### src/design/spq_pkg.sv
// shared types and codes of the sorted insert priority queue
// no dependencies
package spq_pkg;

  localparam int unsigned KEY_W = 16;
  localparam int unsigned TAG_W = 16;

  // request codes
  localparam logic REQ_INSERT = 1'b0;
  localparam logic REQ_REMOVE = 1'b1;

  typedef enum logic [1:0] {
    ST_OK        = 2'd0,
    ST_OVERFLOW  = 2'd1,
    ST_UNDERFLOW = 2'd2
  } status_e;

  typedef enum logic [1:0] {
    S_IDLE,
    S_SCAN,
    S_PUT,
    S_DONE
  } state_e;

  typedef struct packed {
    logic [KEY_W-1:0] key;
    logic [TAG_W-1:0] tag;
  } entry_t;

endpackage

### src/design/spq_ifs.sv
// request and result channel interfaces of the priority queue
// depends on spq_pkg for field widths
interface spq_req_if;
  logic                      valid;
  logic                      ready;
  logic                      req_type;
  logic [spq_pkg::KEY_W-1:0] item_key;
  logic [spq_pkg::TAG_W-1:0] item_tag;

  modport source (output valid, req_type, item_key, item_tag, input ready);
  modport sink   (input valid, req_type, item_key, item_tag, output ready);
endinterface

interface spq_res_if;
  logic                      valid;
  logic                      ready;
  logic [1:0]                status;
  logic [spq_pkg::KEY_W-1:0] out_key;
  logic [spq_pkg::TAG_W-1:0] out_tag;
  logic                      is_empty;
  logic                      is_full;

  modport source (output valid, status, out_key, out_tag, is_empty, is_full, input ready);
  modport sink   (input valid, status, out_key, out_tag, is_empty, is_full, output ready);
endinterface

### src/design/spq_store.sv
// entry memory of the priority queue: one write and one read port
// read data is registered; depends on spq_pkg
module spq_store #(
  parameter int unsigned DEPTH = 64,
  parameter int unsigned AW    = 6
) (
  input  logic             clk_i,
  input  logic             we_i,
  input  logic [AW-1:0]    waddr_i,
  input  spq_pkg::entry_t  wdata_i,
  input  logic             re_i,
  input  logic [AW-1:0]    raddr_i,
  output spq_pkg::entry_t  rdata_o
);

  spq_pkg::entry_t mem_q [DEPTH];
  spq_pkg::entry_t rdata_q;

  // write port
  always_ff @(posedge clk_i) begin
    if (we_i) begin
      mem_q[waddr_i] <= wdata_i;
    end
  end

  // read port, data held until the next read
  always_ff @(posedge clk_i) begin
    if (re_i) begin
      rdata_q <= mem_q[raddr_i];
    end
  end

  assign rdata_o = rdata_q;

endmodule

### src/design/sorted_insert_priority_queue_unit.sv
// Sorted priority queue of DEPTH (key, tag) entries, largest key leaves first,
// equal keys in arrival order. Entries sit in a ring buffer in one memory
// with registered reads; removal takes the head entry and insertion walks
// from the tail toward the head, moving each smaller entry one slot back,
// one memory read and one write per cycle. One request at a time: a remove,
// an insert into an empty queue, or any dropped request goes from idle to done;
// any other insert scans, and visits put only if it moves every entry.
// A result waits in an output register, and the next request is taken while
// it waits. The memory needs no clearing after reset.
module sorted_insert_priority_queue_unit #(
  parameter int unsigned DEPTH = 64
) (
  input logic      clk_i,
  input logic      rst_ni,
  spq_req_if.sink   req_i,
  spq_res_if.source res_o
);

  localparam int unsigned AW = $clog2(DEPTH);
  localparam int unsigned CW = $clog2(DEPTH + 1);
  localparam logic [AW-1:0] LAST_ADDR = AW'(DEPTH - 1);
  localparam logic [CW-1:0] FULL_CNT  = CW'(DEPTH);

  function automatic logic [AW-1:0] addr_inc(input logic [AW-1:0] a);
    addr_inc = (a == LAST_ADDR) ? '0 : a + 1'b1;
  endfunction

  function automatic logic [AW-1:0] addr_dec(input logic [AW-1:0] a);
    addr_dec = (a == '0) ? LAST_ADDR : a - 1'b1;
  endfunction

  spq_pkg::state_e  state_q, state_d;
  logic [CW-1:0]    occ_q, occ_d;
  logic [AW-1:0]    head_q, head_d;
  logic [AW-1:0]    tail_q, tail_d;
  logic [CW-1:0]    pos_q, pos_d;
  logic [AW-1:0]    wa_q, wa_d;
  logic [AW-1:0]    ra_q, ra_d;
  spq_pkg::entry_t  item_q, item_d;
  spq_pkg::status_e status_q, status_d;
  logic             rem_q, rem_d;

  logic                      out_valid_q, out_valid_d;
  spq_pkg::status_e          out_status_q, out_status_d;
  logic [spq_pkg::KEY_W-1:0] out_key_q, out_key_d;
  logic [spq_pkg::TAG_W-1:0] out_tag_q, out_tag_d;
  logic                      out_empty_q, out_empty_d;
  logic                      out_full_q, out_full_d;

  logic            mem_we;
  logic [AW-1:0]   mem_waddr;
  spq_pkg::entry_t mem_wdata;
  logic            mem_re;
  logic [AW-1:0]   mem_raddr;
  spq_pkg::entry_t mem_rdata;
  logic            out_free;

  spq_store #(
    .DEPTH (DEPTH),
    .AW    (AW)
  ) u_store (
    .clk_i   (clk_i),
    .we_i    (mem_we),
    .waddr_i (mem_waddr),
    .wdata_i (mem_wdata),
    .re_i    (mem_re),
    .raddr_i (mem_raddr),
    .rdata_o (mem_rdata)
  );

  assign out_free    = !out_valid_q || res_o.ready;
  assign req_i.ready = (state_q == spq_pkg::S_IDLE);

  // control registers
  always_ff @(posedge clk_i or negedge rst_ni) begin
    if (!rst_ni) begin
      state_q     <= spq_pkg::S_IDLE;
      occ_q       <= '0;
      head_q      <= '0;
      tail_q      <= '0;
      out_valid_q <= 1'b0;
    end else begin
      state_q     <= state_d;
      occ_q       <= occ_d;
      head_q      <= head_d;
      tail_q      <= tail_d;
      out_valid_q <= out_valid_d;
    end
  end

  // working and result payload
  always_ff @(posedge clk_i) begin
    pos_q        <= pos_d;
    wa_q         <= wa_d;
    ra_q         <= ra_d;
    item_q       <= item_d;
    status_q     <= status_d;
    rem_q        <= rem_d;
    out_status_q <= out_status_d;
    out_key_q    <= out_key_d;
    out_tag_q    <= out_tag_d;
    out_empty_q  <= out_empty_d;
    out_full_q   <= out_full_d;
  end

  // request sequencer
  always_comb begin
    state_d      = state_q;
    occ_d        = occ_q;
    head_d       = head_q;
    tail_d       = tail_q;
    pos_d        = pos_q;
    wa_d         = wa_q;
    ra_d         = ra_q;
    item_d       = item_q;
    status_d     = status_q;
    rem_d        = rem_q;
    out_valid_d  = out_valid_q;
    out_status_d = out_status_q;
    out_key_d    = out_key_q;
    out_tag_d    = out_tag_q;
    out_empty_d  = out_empty_q;
    out_full_d   = out_full_q;
    mem_we       = 1'b0;
    mem_waddr    = wa_q;
    mem_wdata    = item_q;
    mem_re       = 1'b0;
    mem_raddr    = ra_q;

    // result taken downstream
    if (out_valid_q && res_o.ready) begin
      out_valid_d = 1'b0;
    end

    unique case (state_q)
      spq_pkg::S_IDLE: begin
        if (req_i.valid) begin
          item_d.key = req_i.item_key;
          item_d.tag = req_i.item_tag;
          rem_d      = 1'b0;
          status_d   = spq_pkg::ST_OK;
          state_d    = spq_pkg::S_DONE;
          if (req_i.req_type == spq_pkg::REQ_INSERT) begin
            if (occ_q == FULL_CNT) begin
              status_d = spq_pkg::ST_OVERFLOW;
            end else begin
              occ_d  = occ_q + 1'b1;
              tail_d = addr_inc(tail_q);
              wa_d   = tail_q;
              pos_d  = occ_q;
              if (occ_q == '0) begin
                // empty queue: item goes straight to the tail
                mem_we        = 1'b1;
                mem_waddr     = tail_q;
                mem_wdata.key = req_i.item_key;
                mem_wdata.tag = req_i.item_tag;
              end else begin
                // fetch the last entry to start the walk
                mem_re    = 1'b1;
                mem_raddr = addr_dec(tail_q);
                ra_d      = addr_dec(tail_q);
                state_d   = spq_pkg::S_SCAN;
              end
            end
          end else begin
            if (occ_q == '0) begin
              status_d = spq_pkg::ST_UNDERFLOW;
            end else begin
              // read the head, the done state passes it to the result
              mem_re    = 1'b1;
              mem_raddr = head_q;
              head_d    = addr_inc(head_q);
              occ_d     = occ_q - 1'b1;
              rem_d     = 1'b1;
            end
          end
        end
      end

      spq_pkg::S_SCAN: begin
        mem_we    = 1'b1;
        mem_waddr = wa_q;
        if (item_q.key > mem_rdata.key) begin
          // move the smaller entry one slot back and keep walking
          mem_wdata = mem_rdata;
          wa_d      = ra_q;
          pos_d     = pos_q - 1'b1;
          if (pos_q == CW'(1)) begin
            state_d = spq_pkg::S_PUT;
          end else begin
            mem_re    = 1'b1;
            mem_raddr = addr_dec(ra_q);
            ra_d      = addr_dec(ra_q);
          end
        end else begin
          state_d = spq_pkg::S_DONE;
        end
      end

      spq_pkg::S_PUT: begin
        // item becomes the new head
        mem_we    = 1'b1;
        mem_waddr = wa_q;
        state_d   = spq_pkg::S_DONE;
      end

      spq_pkg::S_DONE: begin
        if (out_free) begin
          out_valid_d  = 1'b1;
          out_status_d = status_q;
          out_key_d    = rem_q ? mem_rdata.key : '0;
          out_tag_d    = rem_q ? mem_rdata.tag : '0;
          out_empty_d  = (occ_q == '0);
          out_full_d   = (occ_q == FULL_CNT);
          state_d      = spq_pkg::S_IDLE;
        end
      end

      default: begin
        state_d = spq_pkg::S_IDLE;
      end
    endcase
  end

  // result channel
  assign res_o.valid    = out_valid_q;
  assign res_o.status   = out_status_q;
  assign res_o.out_key  = out_key_q;
  assign res_o.out_tag  = out_tag_q;
  assign res_o.is_empty = out_empty_q;
  assign res_o.is_full  = out_full_q;

endmodule

### src/flat_wrapper.sv
// flat-port wrapper written by rule: the top's interface ports become plain ports
module sorted_insert_priority_queue_unit_flat 
#(
  parameter int unsigned DEPTH = 64
)
  (clk_i, rst_ni, req_i_valid, req_i_req_type, req_i_item_key, req_i_item_tag, req_i_ready, res_o_valid, res_o_status, res_o_out_key, res_o_out_tag, res_o_is_empty, res_o_is_full, res_o_ready);
  spq_req_if req_i_i ();
  spq_res_if res_o_i ();
  input logic clk_i;
  input logic rst_ni;
  input wire logic [$bits(req_i_i.valid)-1:0] req_i_valid;
  input wire logic [$bits(req_i_i.req_type)-1:0] req_i_req_type;
  input wire logic [$bits(req_i_i.item_key)-1:0] req_i_item_key;
  input wire logic [$bits(req_i_i.item_tag)-1:0] req_i_item_tag;
  output wire logic [$bits(req_i_i.ready)-1:0] req_i_ready;
  output wire logic [$bits(res_o_i.valid)-1:0] res_o_valid;
  output wire logic [$bits(res_o_i.status)-1:0] res_o_status;
  output wire logic [$bits(res_o_i.out_key)-1:0] res_o_out_key;
  output wire logic [$bits(res_o_i.out_tag)-1:0] res_o_out_tag;
  output wire logic [$bits(res_o_i.is_empty)-1:0] res_o_is_empty;
  output wire logic [$bits(res_o_i.is_full)-1:0] res_o_is_full;
  input wire logic [$bits(res_o_i.ready)-1:0] res_o_ready;
  assign req_i_i.valid = req_i_valid;
  assign req_i_i.req_type = req_i_req_type;
  assign req_i_i.item_key = req_i_item_key;
  assign req_i_i.item_tag = req_i_item_tag;
  assign req_i_ready = req_i_i.ready;
  assign res_o_valid = res_o_i.valid;
  assign res_o_status = res_o_i.status;
  assign res_o_out_key = res_o_i.out_key;
  assign res_o_out_tag = res_o_i.out_tag;
  assign res_o_is_empty = res_o_i.is_empty;
  assign res_o_is_full = res_o_i.is_full;
  assign res_o_i.ready = res_o_ready;
  sorted_insert_priority_queue_unit #(.DEPTH(DEPTH)) u_core (.clk_i(clk_i), .rst_ni(rst_ni), .req_i(req_i_i), .res_o(res_o_i));
endmodule
### config.mk
export PLATFORM = sky130hd
export DESIGN_NAME = sorted_insert_priority_queue_unit_flat
export DESIGN_NICKNAME = d
export VERILOG_FILES = /design/src/design/spq_pkg.sv /design/src/design/spq_ifs.sv /design/src/design/spq_store.sv /design/src/design/sorted_insert_priority_queue_unit.sv /design/src/flat_wrapper.sv
export SDC_FILE = /design/constraint.sdc
export NUM_CORES = 2
export LEC_CHECK = 0
export BUFFER_PORTS_ARGS = -buffer_cell sky130_fd_sc_hd__buf_2
export CAP_MARGIN = 15
export CELL_PAD_IN_SITES_DETAIL_PLACEMENT = 0
export CELL_PAD_IN_SITES_GLOBAL_PLACEMENT = 1
export CORE_ASPECT_RATIO = 0.5
export CORE_MARGIN = 10
export CORE_UTILIZATION = 39
export CTS_BUF_LIST = sky130_fd_sc_hd__clkbuf_16
export DETAILED_ROUTE_END_ITERATION = 6
export PLACE_DENSITY_LB_ADDON = 0.1
export SYNTH_ARGS = -nofsm -noshare
export SYNTH_HDL_FRONTEND = slang
export SYNTH_SLANG_ARGS = --single-unit
### constraint.sdc
create_clock -name clk_i -period 5.35 [get_ports clk_i]
set_input_delay 0.8025 -clock clk_i [delete_from_list [all_inputs] [get_ports clk_i]]
set_output_delay 0.8025 -clock clk_i [all_outputs]
set_load 0.05 [all_outputs]
Word-level counts from Yosys, hierarchy flattened --
Memory sizes are Yosys's and may differ from the RTL's. A register that Yosys moved wholly into a read port is not among the register bits. Index checks and enable logic that the tools add are counted.
Word-level totals: memories 1, logic and storage cells 128, register bits 112, output and inout bits 38, bits in writable memories 2048
Memories:
- u_core.u_store.mem_q | depth 64, bits a word 32, read ports 1, clocked after memory_dff 1, wr ports 1, line spq_store.sv:16 | spq_pkg::entry_t mem_q [DEPTH];
Operators by class: multiplexer cells 67, magnitude comparators 1, equality and inequality tests 15, reductions and logical operators 17, bitwise gates (word level) 3, add/sub/neg operators 7
Operators by type and width (number):
- 32-bit two-way mux | 5
- 6-bit two-way mux | 22
- 32-bit one-hot mux with 2 select lines | 1
- 7-bit two-way mux | 7
- 6-bit one-hot mux with 2 select lines | 3
- 2-bit two-way mux | 9
- 16-bit > comparator | 1
- 1-bit two-way mux | 16
- 7-bit one-hot mux with 2 select lines | 1
- 7-bit by 1-bit subtractor with 7-bit output (second input constant) | 2
- 6-bit by 1-bit adder with 6-bit output (second input constant) | 2
- 6-bit == test (second input constant) | 2
- 6-bit zero test | 2
- 4-bit AND reduction | 3
- 6-bit by 1-bit subtractor with 6-bit output (second input constant) | 2
- 2-bit != test (second input constant) | 5
- 2-bit one-hot mux with 4 select lines | 1
- 7-bit by 1-bit adder with 7-bit output (second input constant) | 1
- 7-bit by 1-bit == test with 1-bit output (second input constant) | 1
- 7-bit == test (second input constant) | 1
- 7-bit zero test | 1
- 3-bit AND reduction | 2
- 5-bit AND reduction | 1
- 2-bit == test (second input constant) | 2
- other kinds (12) | 17

Longest topological paths before layout --
depth after elaboration 8, depth in mapped cells 18, gate-level depth less buffers 13

Hierarchy --
A second synthesis with hierarchy kept.
Unflattened totals: cells, all modules 4182, area total of the unflattened synthesis 86067.5 um^2
Modules (own cells, without submodules):
- spq_store | area each 79359.9 um^2, seq. area each 62459.9 um^2, times used 1, cells each 3511
- sorted_insert_priority_queue_unit | area each 6707.7 um^2, seq. area each 3253.1 um^2, times used 1, cells each 671

Worst setup path after synthesis --
Ideal clock, no wire load.
path kind register -> register, from reg u_core.state_q[0], to mem u_core.u_store.mem_q[0][10] in the netlist's numbering (data pin), setup time 552 ps, required time 4798 ps, data arrival time 4711 ps, buffers on the path 4, clock period less this slack 5263 ps, path slack 87 ps, cell stages (with the launch flop) 11, cells stage by stage dfrtp_1 inv_1 ha_1 clkbuf_1 nand2_1 clkbuf_1 nor3_1 clkbuf_1 buf_1 mux2i_1 o22ai_1
RTL lines:
- start, declared | line sorted_insert_priority_queue_unit.sv:32 | spq_pkg::state_e state_q, state_d;
- start signal, assigned | line sorted_insert_priority_queue_unit.sv:77 | state_q <= spq_pkg::S_IDLE;
- start signal, assigned | line sorted_insert_priority_queue_unit.sv:83 | state_q <= state_d;
- end, declared | line spq_store.sv:16

Worst setup path in the final report --
from reg, netlist name u_core.u_store.rdata_o[31], to reg, netlist name u_core.u_store.rdata_o[27]
Between the ends: longest elaborated chain between the ends 3, elaborated cells between the ends (all ways) 5
Ends and longest elaborated chain:
- 16-bit > comparator * | line sorted_insert_priority_queue_unit.sv:183 | if (item_q.key > mem_rdata.key) begin
- 6-bit two-way mux / 1-bit two-way mux (equally long branches) | line sorted_insert_priority_queue_unit.sv:183
- 6-bit one-hot mux with 2 select lines / 1-bit one-hot mux with 2 select lines (equally long branches) | line sorted_insert_priority_queue_unit.sv:135 | unique case (state_q)
Every way passes the cells marked *; elsewhere a longest branch is shown, timed or not. A chain may end at the register's enable or synchronous reset.

==> results by group <==
Outcome
  – Result of the run: finished, violations left
  – Violated checks: setup timing

Hold path
  – WHS Endpoint: u_core.item_q[2]
  – Hold Crit Class: in2reg
  – Origin of the worst min-delay path: req_i_item_tag[2]
  – Worst Hold Path Cells: 1

Timing
  – Share of the clock period used by the worst path after layout: 101%
  – Finish-stage setup viols: 1
  – Post-layout minimum cycle time: between 5 and 6 ns
  – Layout Skew: 0.0470 ns
  – Fmax: 0.186 GHz
  – Final number of hold-violating endpoints: 0
  – Relative slew margins: a little over an eighth
  – Least-Margin Pin Slew: around 1.3 ns
  – Setup TNS: -0.0269 ns
  – Setup repair after global routing missed its margin: true
  – Final setup margin: -0.0269 ns
  – Final Slew Violations: 0

Flow run
  – Count of maximum capacitance violations: 0

Logic synthesis
  – Largest area contributor in the synthesized netlist: sky130_fd_sc_hd__edfxtp_1
  – Cells after Synth: around 6300
  – Distinct cell type count of the synthesized netlist: 79
  – Prevailing post-synth register cell: sky130_fd_sc_hd__edfxtp_1
  – Number of synthesized flops with an enable pin: roughly 2200
  – Complex-gate fraction of the synthesized area: about 11%
  – Most area-consuming cells after synthesis: sky130_fd_sc_hd__edfxtp_1 75%, sky130_fd_sc_hd__nand2_1 6.4%, sky130_fd_sc_hd__a21oi_1 3.6%, sky130_fd_sc_hd__a22oi_1 2.7%, sky130_fd_sc_hd__a32oi_1 2.0%
  – Combinational family with the most area after synthesis: compound AO/OA/AOI/OAI gates
  – Simple logic cell fraction of the synthesized area: under 10%
  – Xor/xnor cell area share of the yosys netlist: less than 1%
  – Net Count, Synth: 6332
  – Adder-cell area share of the yosys netlist: less than 1%
  – Mean instance size in the synthesized netlist: 13.9 um2
  – Top cell type's share of synthesized area: 74.8%
  – Post-synthesis instance area: just under 90000 um2
  – Synthesis-stage register bit count: ~2200
  – Synthesis Warnings: 0
  – Post-synthesis async set-or-reset flop share: under 10%
  – Multiplexer share of the synthesized area: under 10%
  – Proportion of synthesized chip area in sequential cells: roughly three quarters

Cells and area
  – Util after Layout: 46.4%
  – Final Cell Area: 103000 um2
  – Count of non-filler cells in the finished layout: 9751
  – Share of layout cells above drive strength 1: between 10% and 20%
  – Storage element area: between 60000 and 70000 um2
  – Layout fillers: a little under 20000
  – Area of the multi-input gates: ~21000 um2
  – Synth-to-layout area growth: 18.1%
  – Nets: 6680

Placed design
  – Placed cell areas: around 96000 um2
  – Number of buffers added on ports: 74
  – Placed cell count: approximately 9400
  – Total half-perimeter wirelength after legalization and detailed placement: between 150 and 200 mm
  – Routability cong.: roughly 0.83

Setup path
  – Reg-to-reg startpoint: u_core.u_store.rdata_o[31]
  – R2R Path End: u_core.u_store.rdata_o[27]
  – Number of buffers and inverters on the critical path: 7
  – Critical Path AT: 5.77 ns
  – Category of cells accounting for the largest share of critical-path delay: simple AND/OR/NAND/NOR gates
  – Slowest cell on the critical path: sky130_fd_sc_hd__or4_1
  – Worst r2r path cells: 19
  – Required time reported for the critical path endpoint: ~5.7 ns
  – Maximum single-stage delay on the critical path: roughly 0.57 ns
  – Biggest fanout along the worst timing path: 27
  – Worst Setup End Kind: flop
  – Cells along the critical path: buf_12, inv_1, ha_1, nand4_2, or4_1, or2_1, nand2_1, or4_1, o211ai_4, buf_12, buf_12, buf_4, a21oi_1, a22oi_2, a22oi_2, buf_4, and4_4, buf_4, nand4_1
  – Flop2flop setup slack: -0.03 ns
  – Class of the most critical setup path: reg2reg
  – Crit start category: flop

Floorplanning
  – Die boundary height: 354 um
  – Core region area: between 200000 and 250000 um2
  – Starting Density: between 30% and 40%
  – Die Width: roughly 700 um
  – Floorplan die area: around 240000 um2
  – Number of placed I/O pins: 75
  – Row count: 122

Global route
  – Number of antenna violations at the first check in global routing: 20
  – First-pass GRT wire length: 438 mm
  – Maximum number of pins on one net before global-route repair: 109
  – Via count of the first global-routing pass: 54900
  – Grt ovf: 0
  – Overall Global Routing Usage: 25.1%

Clock network
  – Number of clock buffers inserted by TritonCTS: about 200
  – CTS tree: done
  – TritonCTS Sinks: around 2200
  – H-tree levels: 4
  – Clock insertion delay at the later pin of the skew report: between 0.8 and 0.9 ns
  – Max Buffers Root-to-Sink: 4
  – Root Driver: sky130_fd_sc_hd__clkbuf_16
  – Clock-pin slew on the worst setup and hold paths: 0.06 ns

Route
  – Average wire per cell in the routed design: between 30 and 40 um
  – Initial drt markers: 7596
  – Routed Antenna Nets: 0
  – Total number of vias: roughly 58000
  – Iteration count of the initial detailed-routing pass: 5
  – Overall routed net length: ~320 mm
  – Residual DRC: 0
  – Average via count per standard cell: a little under 6
==> sequential cells by signal (all words and copies together), names as in the netlist <==
signal	flops
u_core.tail_q	6
u_core.rem_q	1
u_core.occ_q	7
u_core.item_q	32
u_core.status_q	2
u_core.pos_q	7
u_core.state_q	2
u_core.u_store.mem_q	2048
u_core.u_store.rdata_o	32
u_core.res_o.is_empty	1
u_core.res_o.status	2
u_core.wa_q	6
u_core.res_o.out_tag	16
u_core.res_o.is_full	1
u_core.res_o.out_key	16
u_core.ra_q	6
u_core.res_o.valid	1
u_core.head_q	6
==> metal layers <==
metal | GRT usage (%) | share of wire, % | vias to the layer above
li1 | - | - | 24500
met1 | 38.8 | 46 | 30500
met2 | 37.1 | 43 | 2737
met3 | 4.36 | 9.2 | 349
met4 | 5.14 | 2.0 | 8
met5 | 0 | 0.016 | -
==> cell usage in the layout, fill, tap and decap left out, types with 106 or more instances in the layout <==
cell,count
sky130_fd_sc_hd__mux2i_1,106
sky130_fd_sc_hd__a22oi_1,311
sky130_fd_sc_hd__buf_4,324
sky130_fd_sc_hd__nand3_1,158
sky130_fd_sc_hd__nand2_1,1495
sky130_fd_sc_hd__buf_12,162
sky130_fd_sc_hd__clkbuf_16,208
sky130_fd_sc_hd__a32oi_1,203
sky130_fd_sc_hd__edfxtp_1,2170
sky130_fd_sc_hd__a21oi_1,633
==> how the worst max path moves through the flow <==
stage | from | to | slack (ns) | cells after the start
finish | u_core.u_store.rdata_o[31] | u_core.u_store.rdata_o[27] | -0.03 | 19
global route | u_core.u_store.rdata_o[31] | u_core.u_store.rdata_o[27] | -0.08 | 19
CTS | u_core.occ_q[1] | u_core.u_store.rdata_o[5] | 0.005 | 13
detailed placement | u_core.u_store.rdata_o[31] | u_core.u_store.rdata_o[27] | -0.59 | 17
global placement | u_core.u_store.rdata_o[31] | u_core.u_store.rdata_o[27] | -0.70 | 17
floorplan | u_core.state_q[0] | u_core.u_store.mem_q[0][10] | 0.09 | 10
==> per-stage QoR <==
stage | setup slack (ns) | hold WS [ns]
5_1_grt | -0.0837 | 0.109
3_3_place_gp | -0.696 | 0.407
2_1_floorplan | 0.0866 | 0.400
3_5_place_dp | -0.589 | 0.407
4_1_cts | 0.00548 | 0.0941
6_report | -0.0269 | 0.154
==> cells by family after synthesis <==
| group | count (synthesis) |
|---|---|
| flip-flops | 2192 |
| AND/OR/NAND/NOR | 2000 |
| AO/OA/AOI/OAI | 1449 |
| buffers and inverters | 461 |
| multiplexers | 109 |
| adder cells (fa/ha/maj) | 32 |
| XOR/XNOR | 20 |
==> cells in the mapped netlist, drive strengths merged (20+ instances only) <==
cell	n
a22oi	316
o21ai	57
buf	253
a31oi	82
o22ai	35
dfrtp	22
nor2	141
a211oi	20
nand2	1495
nand3	158
nand4	65
a21oi	634
a221oi	24
or3	22
a32oi	203
edfxtp	2170
mux2i	106
inv	36
clkbuf	170
and2	38
ha	31
nor3	25
==> area by class of cell <==
cell class	count	area share, %
Sequential cell	2192	63.9
Multi-Input combinational cell	3611	20.0
Timing Repair Buffer	563	5.94
Clock buffer	208	5.06
Tap cell	2976	3.62
Clock inverter	161	1.36
Inverter	38	0.141
Antenna cell	2	0.00486
==> repair_timing <==
action / CTS / global route
pin swaps: 2 / 4
hold endpoints to repair: 22 / 0
cloned: 1 / 0
buffers inserted: 9 / 4
hold buffers: 1 / 0
endpoints found under the setup margin: 20 / 12
resized for setup: 8 / 12
Power is not shown: default switching activity piles up to over one toggle a cycle in this logic, so the estimate is an artifact.
